File: config.mk
export PLATFORM = sky130hd
export DESIGN_NAME = bdot_front
export DESIGN_NICKNAME = d
export VERILOG_FILES = /design/src/hw/rtl/bdot_pkg.sv /design/src/hw/rtl/bdot_front.sv
export SDC_FILE = /design/constraint.sdc
export NUM_CORES = 1
export LEC_CHECK = 0
export ABC_AREA = 1
export BUFFER_PORTS_ARGS = -buffer_cell sky130_fd_sc_hd__buf_2
export CAP_MARGIN = 20
export CORE_MARGIN = 2
export CORE_UTILIZATION = 52
export DETAILED_ROUTE_END_ITERATION = 7
export PLACE_DENSITY = 0.79
export SYNTH_ARGS = -nofsm -noshare
export SYNTH_HDL_FRONTEND = slang
export SYNTH_SLANG_ARGS = --single-unit
File: constraint.sdc
create_clock -name clock -period 5.1 [get_ports clock]
set_clock_uncertainty 0.15 [all_clocks]
set_input_delay 1.02 -clock clock [delete_from_list [all_inputs] [get_ports clock]]
set_output_delay 1.02 -clock clock [all_outputs]
set_load 0.02 [all_outputs]
File: src/hw/rtl/bdot_pkg.sv
// shared types and constants for the bin density overflow tracker
// no dependencies
package bdot_pkg;

   localparam int unsigned MaxBinsDefault  = 4096;
   localparam int unsigned FracBitsDefault = 8;
   localparam int unsigned PctScale        = 100;

   // register indexes on the csr port
   localparam logic [2:0] RegBinWidth     = 3'd0;
   localparam logic [2:0] RegBinHeight    = 3'd1;
   localparam logic [2:0] RegBinsAcross   = 3'd2;
   localparam logic [2:0] RegBinsDown     = 3'd3;
   localparam logic [2:0] RegTargetTop    = 3'd4;
   localparam logic [2:0] RegTargetBottom = 3'd5;

   // result status codes
   localparam logic [1:0] StatusOk        = 2'd0;
   localparam logic [1:0] StatusOutside   = 2'd1;
   localparam logic [1:0] StatusUnderflow = 2'd2;

   // command codes
   localparam logic CmdAdd    = 1'b0;
   localparam logic CmdRemove = 1'b1;

   typedef struct packed {
      logic        cmd;
      logic        die;
      logic [23:0] pos_x;
      logic [23:0] pos_y;
      logic [23:0] cell_area;
   } req_type;

   typedef struct packed {
      logic [11:0] bin_idx;
      logic [31:0] bin_overflow;
      logic [39:0] sum_top;
      logic [39:0] sum_bottom;
      logic [23:0] bucket_key;
      logic        heavier_die;
      logic [1:0]  status;
   } rsp_type;

   // configuration snapshot handed to the datapath
   typedef struct packed {
      logic [15:0] bin_width;
      logic [15:0] bin_height;
      logic [6:0]  bins_across;
      logic [6:0]  bins_down;
      logic [6:0]  target_top;
      logic [6:0]  target_bottom;
   } cfg_type;

endpackage

File: src/hw/rtl/bdot_front.sv
// front end: request queue of depth two between intake and the datapath
// depends on bdot_pkg
module bdot_front
   import bdot_pkg::*;
(
   input  logic    clock,
   input  logic    reset,
   input  logic    req_push,
   input  req_type req_data,
   output logic    req_full,
   output logic    q_valid,
   output req_type q_data,
   input  logic    q_take
);

   req_type     slot_ff [2];
   logic        rd_ff, wr_ff;
   logic [1:0]  cnt_ff;
   logic        push_ok, pop_ok;

   assign req_full = (cnt_ff == 2'd2);
   assign push_ok  = req_push && !req_full;
   assign q_valid  = (cnt_ff != 2'd0);
   assign pop_ok   = q_take && q_valid;
   assign q_data   = slot_ff[rd_ff];

   // queue pointers and storage
   always_ff @(posedge clock) begin
      if (reset) begin
         rd_ff  <= 1'b0;
         wr_ff  <= 1'b0;
         cnt_ff <= 2'd0;
      end else begin
         if (push_ok) wr_ff <= !wr_ff;
         if (pop_ok) rd_ff <= !rd_ff;
         cnt_ff <= cnt_ff + {1'b0, push_ok} - {1'b0, pop_ok};
      end
      if (push_ok) slot_ff[wr_ff] <= req_data;
   end

`ifndef SYNTH
   a_cnt_range: assert property (@(posedge clock) disable iff (reset)
      cnt_ff <= 2'd2)
      else $error("queue count out of range");
   a_ptr_match: assert property (@(posedge clock) disable iff (reset)
      (cnt_ff == 2'd0 || cnt_ff == 2'd2) |-> rd_ff == wr_ff)
      else $error("queue pointers inconsistent");
   a_cnt_step: assert property (@(posedge clock) disable iff (reset)
      (push_ok && !pop_ok) |=> cnt_ff == $past(cnt_ff) + 2'd1)
      else $error("queue count step");
`endif

endmodule

-- After elaboration in Yosys (flattened, before gate mapping)
Memory sizes are Yosys's and may differ from the RTL's. A register that Yosys moved wholly into a read port is not among the register bits.
Cells that the tools add are included.
- reduce and logical (&&, ||, !) cells: 6
- mux-type cells: 4
- equal/unequal tests: 1
- add/subtract/negate cells: 2
- operators by type and width (operator ; number):
    2-to-1 mux 1 bit ; 4
    logical NOT 1 bit ; 3
    adder 2 x 1 -> 2 bit ; 1
    equality test 2 bit, second input constant ; 1
    logical AND 1 bit ; 2
    nonzero test 2 bit ; 1
    subtractor 2 x 1 -> 2 bit ; 1
- bits in writable memories: 148
- memories: 1
- word-level logic and storage cells: 17
- input bits: 78
- register bits after elaboration: 4
- output and inout port bits: 76
- memory list (memory ; depth ; bits a word ; read ports ; clocked after memory_dff ; wr ports ; RTL line ; text):
    slot_ff ; 2 ; 74 ; 1 ; 1 ; 1 ; bdot_front.sv:16 ; req_type slot_ff [2];

-- Logic depth before layout (Yosys ltp)
Gate-level depths: netlist of the first run.
- depth after elaboration: 5
- gate-level depth with buffers: 11
- gate-level depth less buffers: 11

-- Worst setup path after synthesis of the first run
Ideal clock, no wire load.
- path type: in2reg
- from: input port req_push
- to: memory slot_ff[0][0] in the netlist's numbering (enable)
- arrival time: 4176 ps
- data required time: 4444 ps
- library setup time: 506 ps
- stages on the path: 2
- setup slack: 267 ps
- path buffers: 0
- cell sequence: nand2_1 nor2_1
- cells in the longest elaborated chain, start to end: 3
- RTL lines (item ; RTL line ; text):
    start, declared ; bdot_front.sv:8 ; input logic req_push,
    logical AND 1 bit ; bdot_front.sv:22 ; assign push_ok = req_push && !req_full;
    2-to-1 mux 1 bit ; bdot_front.sv:38 ; if (push_ok) slot_ff[wr_ff] <= req_data;
    2-to-1 mux 1 bit (implied by the code) ; bdot_front.sv:38 ;
    end, declared ; bdot_front.sv:16 ;
No other way between the ends.

==> metrics.yaml, run 1 <==
crit_cells: 3
initial_core_util: 0.536
drive_above_1_share: 0.582
wl_um: 9530
power_density_nw_per_um2: 520
hold_buffers: 0
vdd_drop_max_mv: 0.278
criticalPathCategory: "flop to primary output"
cp_data_arrival_time_ns: 2.21
worstSkewPairLatency_ns: 0.51
post-cts-setup-buffer-count: 0
p_leak_uw: 0.00291
setup_viol: 0
hp-class: "flop to flop"
worst_r2r_path_depth: 5
layout.nets: 517
ys_seq_area_frac: 0.779
hpwl_um: 6510
fmax_mhz: 296
cts_buffers: 17
grt_pass1_wl_um: 14100
startpoint_type: "flop"
root_buffer: "clkbuf_8"
drtAntennaViolNets: 0
overflow: 0
cts_tree: "yes"
grt_pass1_vias: 2999
cp_max_fo: 31
min_path_cells: 2
syn_area_per_cell_um2: 21.8
gp_congestion: 0.765
finalMaxSlewViolations: 0
die_y_um: 110
drc: 0
track_usage: 0.164
yosysWarnings: 0
row_count: 38
vias_per_cell: 4.92
antenna_found_initial: 0
worst-path-buf-inv: 2
rsz0062_at_grt: "false"
hold_viol_final: 0
synth_seq_cells: 153
wl_per_cell_um: 16.2
antenna_cells: 0
synthesis.area_um2: 5830
grt_max_degree: 49
post_cts_resize_count: 0
slowest_stage: "dfxtp_4"
cp_slowest_stage_delay_ns: 0.68
layout_common_cells: "buf_2 (153), edfxtp_1 (148), mux2_4 (60)"
first_iter_violations: 124
path_clk_slew_ns: 0.06
die-width_um: 110
slew_headroom: 0.438
cp_cell_sequence: "buf_4, mux2_4, buf_2"
fillers: 746
maxCapViolCount: 0
critical_path.top_delay_family: "flip-flops"
die-area_um2: 12100
min_period_ns: 3.38
total_power_uw: 3790
clk_path_buf_depth: 2
worst_pin_slew_ns: 0.842
synth.distinct_cells: 12
synth_nets: 348
finalSetupTns_ns: 0
cts.htree.levels: 4
cts_sinks: 153
via_count: 2900
numPortBuffers: 153
status: "finished, final reports clean"
end_kind: "primary output"
drtPass1Iterations: 4
fin_crit_sh: 0.662
syn_to_final_growth_pct: 24.9
core_um2: 10900
ioPinCount: 154
netlist_instances: 268
worstPathRequired_ns: 3.93
layout_commonest_cell: "buf_2"
path summary, 6_finish.rpt:
check,start,end,slack (ns)
hold / removal,rd_ff,flop,0.36
setup reg to reg,cnt_ff[0],slot_ff[1][18],2.78
hold reg to reg,rd_ff,flop,0.36
setup / recovery,flop,q_data[59],1.72
kinds of logic (layout without fill, tap and decap cells):
logic type                 after synthesis  in the layout  synth area share
and+or+nand+nor                         20             20            0.0135
adders and majority gates                2              2           0.00429
AOI/OAI and AO/OA                        2              2           0.00172
muxes                                   74             74             0.181
buffers and inverters                   17            199            0.0202
DFF                                    153            153             0.779
cell type report:
| cell class | count | area [um2] | share of cell area |
|---|---|---|---|
| clock inverters | 15 | 134 | 0.0184 |
| repair buffers | 158 | 803 | 0.110 |
| flip-flops and latches | 153 | 4550 | 0.624 |
| inverters | 9 | 35.0 | 0.00481 |
| multi-input cells | 98 | 1180 | 0.162 |
| clock buffers | 17 | 414 | 0.0568 |
| well taps | 140 | 175 | 0.0240 |
flip-flops by register name, summed over array words and instances (netlist names), named ones only:
| signal | cells |
|---|---|
| rd_ff | 1 |
| wr_ff | 1 |
| cnt_ff | 2 |
| slot_ff | 148 |
metal layers:
metal | global-route usage | part of all wire | vias to the layer above
met3 | 0.0628 | 0.066 | 10
met5 | 0 | 0 | -
met1 | 0.181 | 0.38 | 1409
met4 | 0.0723 | 0.015 | 0
li1 | - | - | 1380
met2 | 0.282 | 0.53 | 101
report_power, final:
| group | internal (uW) | switching (uW) | total, uW |
|---|---|---|---|
| registers | 1590 | 80.2 | 1670 |
| logic | 434 | 551 | 985 |
| clock network | 685 | 446 | 1130 |
| total | 2710 | 1080 | 3790 |
through the flow:
step | hold slack, ns | cell area (um2) | worst slack [ns] | cells | utilization
4_1_cts | 0.363 | 7290 | 1.66 | 590 | 0.670
3_3_place_gp | 0.340 | 6740 | 2.20 | 558 | 0.619
3_5_place_dp | 0.348 | 6740 | 2.12 | 558 | 0.619
2_1_floorplan | 0.317 | 5830 | 0.267 | 268 | -
5_1_grt | 0.425 | 7290 | 1.59 | 590 | 0.670
6_report | 0.356 | 7290 | 1.72 | 590 | 0.670
Yosys cell counts:
master,n,area (um2)
dfxtp_1,5,100
buf_2,1,5.00
inv_1,9,33.8
nand2_1,8,30.0
mux2_4,60,901
mux2_2,14,158
nor2_1,9,33.8
nand3_1,3,15.0
ha_1,2,25.0
edfxtp_1,148,4440
a21oi_1,2,10.0
buf_6,7,78.8
worst min-delay path: cells and delay by family, from the launching register on:
family           cells  cell delay, ns
DFF                  1            0.33
and+or+nand+nor      2            0.14
Power figures use the tool's default switching activity.
==> run 2, diff against run 1 <==
--- a/config.mk
+++ b/config.mk
@@ -9,9 +9,9 @@
 export BUFFER_PORTS_ARGS = -buffer_cell sky130_fd_sc_hd__buf_2
 export CAP_MARGIN = 20
 export CORE_MARGIN = 2
-export CORE_UTILIZATION = 52
+export CORE_UTILIZATION = 47
 export DETAILED_ROUTE_END_ITERATION = 7
-export PLACE_DENSITY = 0.79
+export PLACE_DENSITY = 0.75
 export SYNTH_ARGS = -nofsm -noshare
 export SYNTH_HDL_FRONTEND = slang
 export SYNTH_SLANG_ARGS = --single-unit
==> constraint.sdc (replaced) <==
create_clock -name clock -period 3.05 [get_ports clock]
set_clock_uncertainty 0.15 [all_clocks]
set_input_delay 0.61 -clock clock [delete_from_list [all_inputs] [get_ports clock]]
set_output_delay 0.61 -clock clock [all_outputs]
set_load 0.02 [all_outputs]
==> metrics.yaml, run 2 (synthesis gave the netlist of run 1 again) <==
status: "finished, final reports clean"
hold_buffers: 0
grt_max_degree: 75
p_sw_frac: 0.276
rsz0062_at_grt: "false"
overflow: 0
die-width_um: 115
hold_viol_final: 0
core_um2: 12100
drtAntennaViolNets: 0
wl_per_cell_um: 16.3
track_usage: 0.157
row_count: 40
wl_um: 10100
via_count: 2948
power_density_nw_per_um2: 890
post-cts-setup-buffer-count: 0
antenna_cells: 0
antenna_found_initial: 0
cp_slowest_stage_delay_ns: 0.40
drc: 0
vias_per_cell: 4.78
cts_tree: "yes"
p_comb_frac: 0.263
startpoint_type: "flop"
gp_congestion: 0.670
initial_core_util: 0.484
fmax_mhz: 385
setup_viol: 0
root_buffer: "clkbuf_16"
cp_cell_sequence: "buf_12, mux2_2, buf_2"
min_period_ns: 2.60
syn_to_final_growth_pct: 26.8
cts_sinks: 153
seq_power_share: 0.417
drive_above_1_share: 0.575
vdd_drop_max_mv: 0.526
dpl-instance-area_um2: 6810
p_leak_uw: 0.00294
hpwl_um: 6530
grt_pass1_wl_um: 15100
dp_cells: 585
worstSkewPairLatency_ns: 0.42
criticalPathCategory: "flop to primary output"
p_sw_uw: 1820
p_clk_frac: 0.320
intPower_uw: 4770
drtPass1Iterations: 4
postLayoutCellArea_um2: 7400
cts_buffers: 17
ioPinCount: 154
slew_headroom: 0.609
path_clk_slew_ns: 0.06
worst-path-buf-inv: 2
cp_data_arrival_time_ns: 1.84
hp-class: "primary input to flop"
final_core_util: 0.614
final_cells: 617
finalMaxSlewViolations: 0
layout.nets: 516
first_iter_violations: 174
layout_commonest_cell: "buf_2"
die-area_um2: 13300
cp_max_fo: 74
die_y_um: 115
cts.htree.levels: 4
layout_common_cells: "buf_2 (153), edfxtp_1 (148), mux2_4 (60)"
worstPathRequired_ns: 2.29
end_kind: "primary output"
critical_path.top_delay_family: "buffers and inverters"
fin_crit_sh: 0.851
maxCapViolCount: 0
timing.hold.ws_ns: 0.208
top_register: "slot_ff"
clk_path_buf_depth: 2
slowest_stage: "mux2_2"
largest_reg_flops: 148
worst_pin_slew_ns: 0.586
post_cts_resize_count: 0
numPortBuffers: 153
reg_top3: "slot_ff: 148 flops, cnt_ff: 2 flops"
finalSetupTns_ns: 0
grt_pass1_vias: 3157
[run 2: final cells by class]
cell class	instances	area (um2)
Fill cell	883	4660
Sequential cell	153	4550
Multi-Input combinational cell	98	1180
Clock buffer	22	444
Timing Repair Buffer	157	833
Inverter	9	35.0
Clock inverter	10	150
Tap cell	168	210
[run 2: path summary, 6_finish.rpt]
| check | start | end | slack (ns) | cells after the start |
|---|---|---|---|---|
| max | flop | q_data[6] | 0.45 | 3 |
| min reg2reg | rd_ff | rd_ff | 0.38 | 2 |
| max reg2reg | cnt_ff[0] | slot_ff[1][19] | 1.21 | 5 |
| min | reset | cnt_ff[0] | 0.21 | 2 |
[run 2: power groups by stage]
stage | sequential [uW] | clock, uW | combinational (uW)
2_1_floorplan | 2770 | 0 | 1290
3_3_place_gp | 2770 | 0 | 1720
3_5_place_dp | 2790 | 0 | 1750
4_1_cts | 2750 | 2150 | 1760
5_1_grt | 2770 | 2240 | 1860
6_report | 2750 | 2110 | 1730
[run 2: layer usage]
metal  wire, um  global-route usage  part of all wire
met1       3830               0.163              0.38
met2       5310               0.276              0.53
met3        828              0.0711             0.082
met4        106              0.0627             0.011
met5          0                   0                 0
[run 2: through the flow]
stage	worst slack, ns	total power (uW)
floorplan	0.323	4060
global placement	0.943	4490
detailed placement	0.910	4550
CTS	0.448	6660
global route	0.423	6870
finish	0.453	6580
==> run 3, diff against run 2 <==
--- a/config.mk
+++ b/config.mk
@@ -9,9 +9,9 @@
 export BUFFER_PORTS_ARGS = -buffer_cell sky130_fd_sc_hd__buf_2
 export CAP_MARGIN = 20
 export CORE_MARGIN = 2
-export CORE_UTILIZATION = 47
+export CORE_UTILIZATION = 55
 export DETAILED_ROUTE_END_ITERATION = 7
-export PLACE_DENSITY = 0.75
+export PLACE_DENSITY = 0.83
 export SYNTH_ARGS = -nofsm -noshare
 export SYNTH_HDL_FRONTEND = slang
 export SYNTH_SLANG_ARGS = --single-unit
==> constraint.sdc (replaced) <==
create_clock -name clock -period 3.03 [get_ports clock]
set_clock_uncertainty 0.15 [all_clocks]
set_input_delay 0.606 -clock clock [delete_from_list [all_inputs] [get_ports clock]]
set_output_delay 0.606 -clock clock [all_outputs]
set_load 0.02 [all_outputs]
==> metrics.yaml, run 3 (synthesis gave the netlist of run 1 again) <==
worstHoldEndpoint: "cnt_ff[0]"
via_count: 2944
r2r-start: "cnt_ff[0]"
p_leak_uw: 0.00294
min_path_cells: 2
layout_common_cells: "buf_2 (153), edfxtp_1 (148), mux2_4 (60)"
status: "finished, final reports clean"
post_cts_resize_count: 0
critical_path.top_delay_family: "buffers and inverters"
ioPinCount: 154
top_register: "slot_ff"
core_um2: 10300
layout.nets: 517
seq_area_um2: 4550
seq_power_share: 0.421
overflow: 0
wl_um: 9600
worstPathRequired_ns: 2.27
worst_r2r_path_depth: 5
path_clk_slew_ns: 0.06
first_iter_violations: 132
clk_path_buf_depth: 2
worst_slack_ns: 0.542
p_clk_frac: 0.316
drive_above_1_share: 0.586
fin_crit_sh: 0.821
hold_buffers: 0
cts_buffers: 17
worst_r2r_endpoint: "slot_ff[1][67]"
gp_congestion: 0.710
worst_pin_slew_ns: 0.986
startpoint_type: "flop"
dp_slack_ns: 0.798
cts_tree: "yes"
p_sw_frac: 0.277
slew_headroom: 0.343
die-width_um: 107
wl_per_cell_um: 16.4
cts_sinks: 153
worst-path-buf-inv: 2
layout_commonest_cell: "buf_2"
drtPass1Iterations: 7
antenna_found_initial: 0
crit_cells: 3
hp-class: "primary input to flop"
worstSkewPairLatency_ns: 0.51
rrSetupSlack_ns: 0.96
cp_data_arrival_time_ns: 1.73
cts.htree.levels: 4
rsz0062_at_grt: "false"
slowest_stage: "dfxtp_4"
cp_slowest_stage_delay_ns: 0.37
largest_reg_flops: 148
multi_input_area_um2: 1180
hold_viol_final: 0
row_count: 37
p_sw_uw: 1830
cp_cell_sequence: "buf_12, mux2_2, buf_2"
finalSetupTns_ns: 0
antenna_cells: 0
intPower_uw: 4760
finalMaxSlewViolations: 0
grt_max_degree: 75
drtAntennaViolNets: 0
vdd_drop_max_mv: 0.491
grt_pass1_wl_um: 14600
drc: 0
end_kind: "primary output"
min_from: "reset"
dp_cells: 554
min_period_ns: 2.49
reg_top3: "slot_ff: 148 flops, cnt_ff: 2 flops"
criticalPathCategory: "flop to primary output"
cp_max_fo: 43
hpwl_um: 6370
die_y_um: 107
final_cells: 585
fmax_mhz: 402
vias_per_cell: 5.03
maxCapViolCount: 0
syn_to_final_growth_pct: 26.1
setup_viol: 0
fillers: 638
grt_pass1_vias: 3042
initial_core_util: 0.565
root_buffer: "clkbuf_8"
p_comb_frac: 0.263
power_density_nw_per_um2: 895
track_usage: 0.175
numPortBuffers: 153
die-area_um2: 11400
post-cts-setup-buffer-count: 0
[run 3: worst register-to-register path, delay by kind of cell (launching register included)]
kind / cells / cell delay, ns
and+or+nand+nor: 2 / 0.26
DFF: 1 / 0.36
buffers and inverters: 3 / 0.85
[run 3: worst max path at each step]
stage	slack, ns	start	endpoint
floorplan	0.31	req_push	slot_ff[1][0]
global placement	0.85	req_push	slot_ff[1][18]
detailed placement	0.80	req_push	slot_ff[1][26]
CTS	0.51	flop	q_data[5]
global route	0.45	flop	q_data[6]
finish	0.54	flop	q_data[5]
[run 3: layer usage]
metal  vias to the layer above  global-route usage  share of wire
met1                      1422               0.191           0.39
met3                        11              0.0657          0.082
met2                       130               0.309           0.52
li1                       1381                   -              -
met4                         0              0.0668          0.012
met5                         -                   0              0
[run 3: power groups by stage]
stage / clock network (uW) / registers [uW] / logic, uW
floorplan: 0 / 2790 / 1290
global placement: 0 / 2790 / 1720
detailed placement: 0 / 2820 / 1760
CTS: 2130 / 2770 / 1760
global route: 2210 / 2800 / 1850
finish: 2080 / 2770 / 1730
[run 3: through the flow]
step	instance area, um2	util	hold slack [ns]	power [uW]
after floorplan	5840	-	0.317	4080
after global placement	6760	0.655	0.337	4510
after detailed placement	6760	0.655	0.346	4570
after CTS	7360	0.713	0.0908	6670
after global routing	7360	0.713	0.0963	6860
final	7360	0.713	0.122	6590
[run 3: area by class of cell]
cell class / instances / share of cell area
Multi-Input combinational cell: 98 / 0.160
Tap cell: 136 / 0.0231
Clock inverter: 13 / 0.0243
Inverter: 9 / 0.00476
Clock buffer: 18 / 0.0568
Sequential cell: 153 / 0.618
Timing Repair Buffer: 158 / 0.113
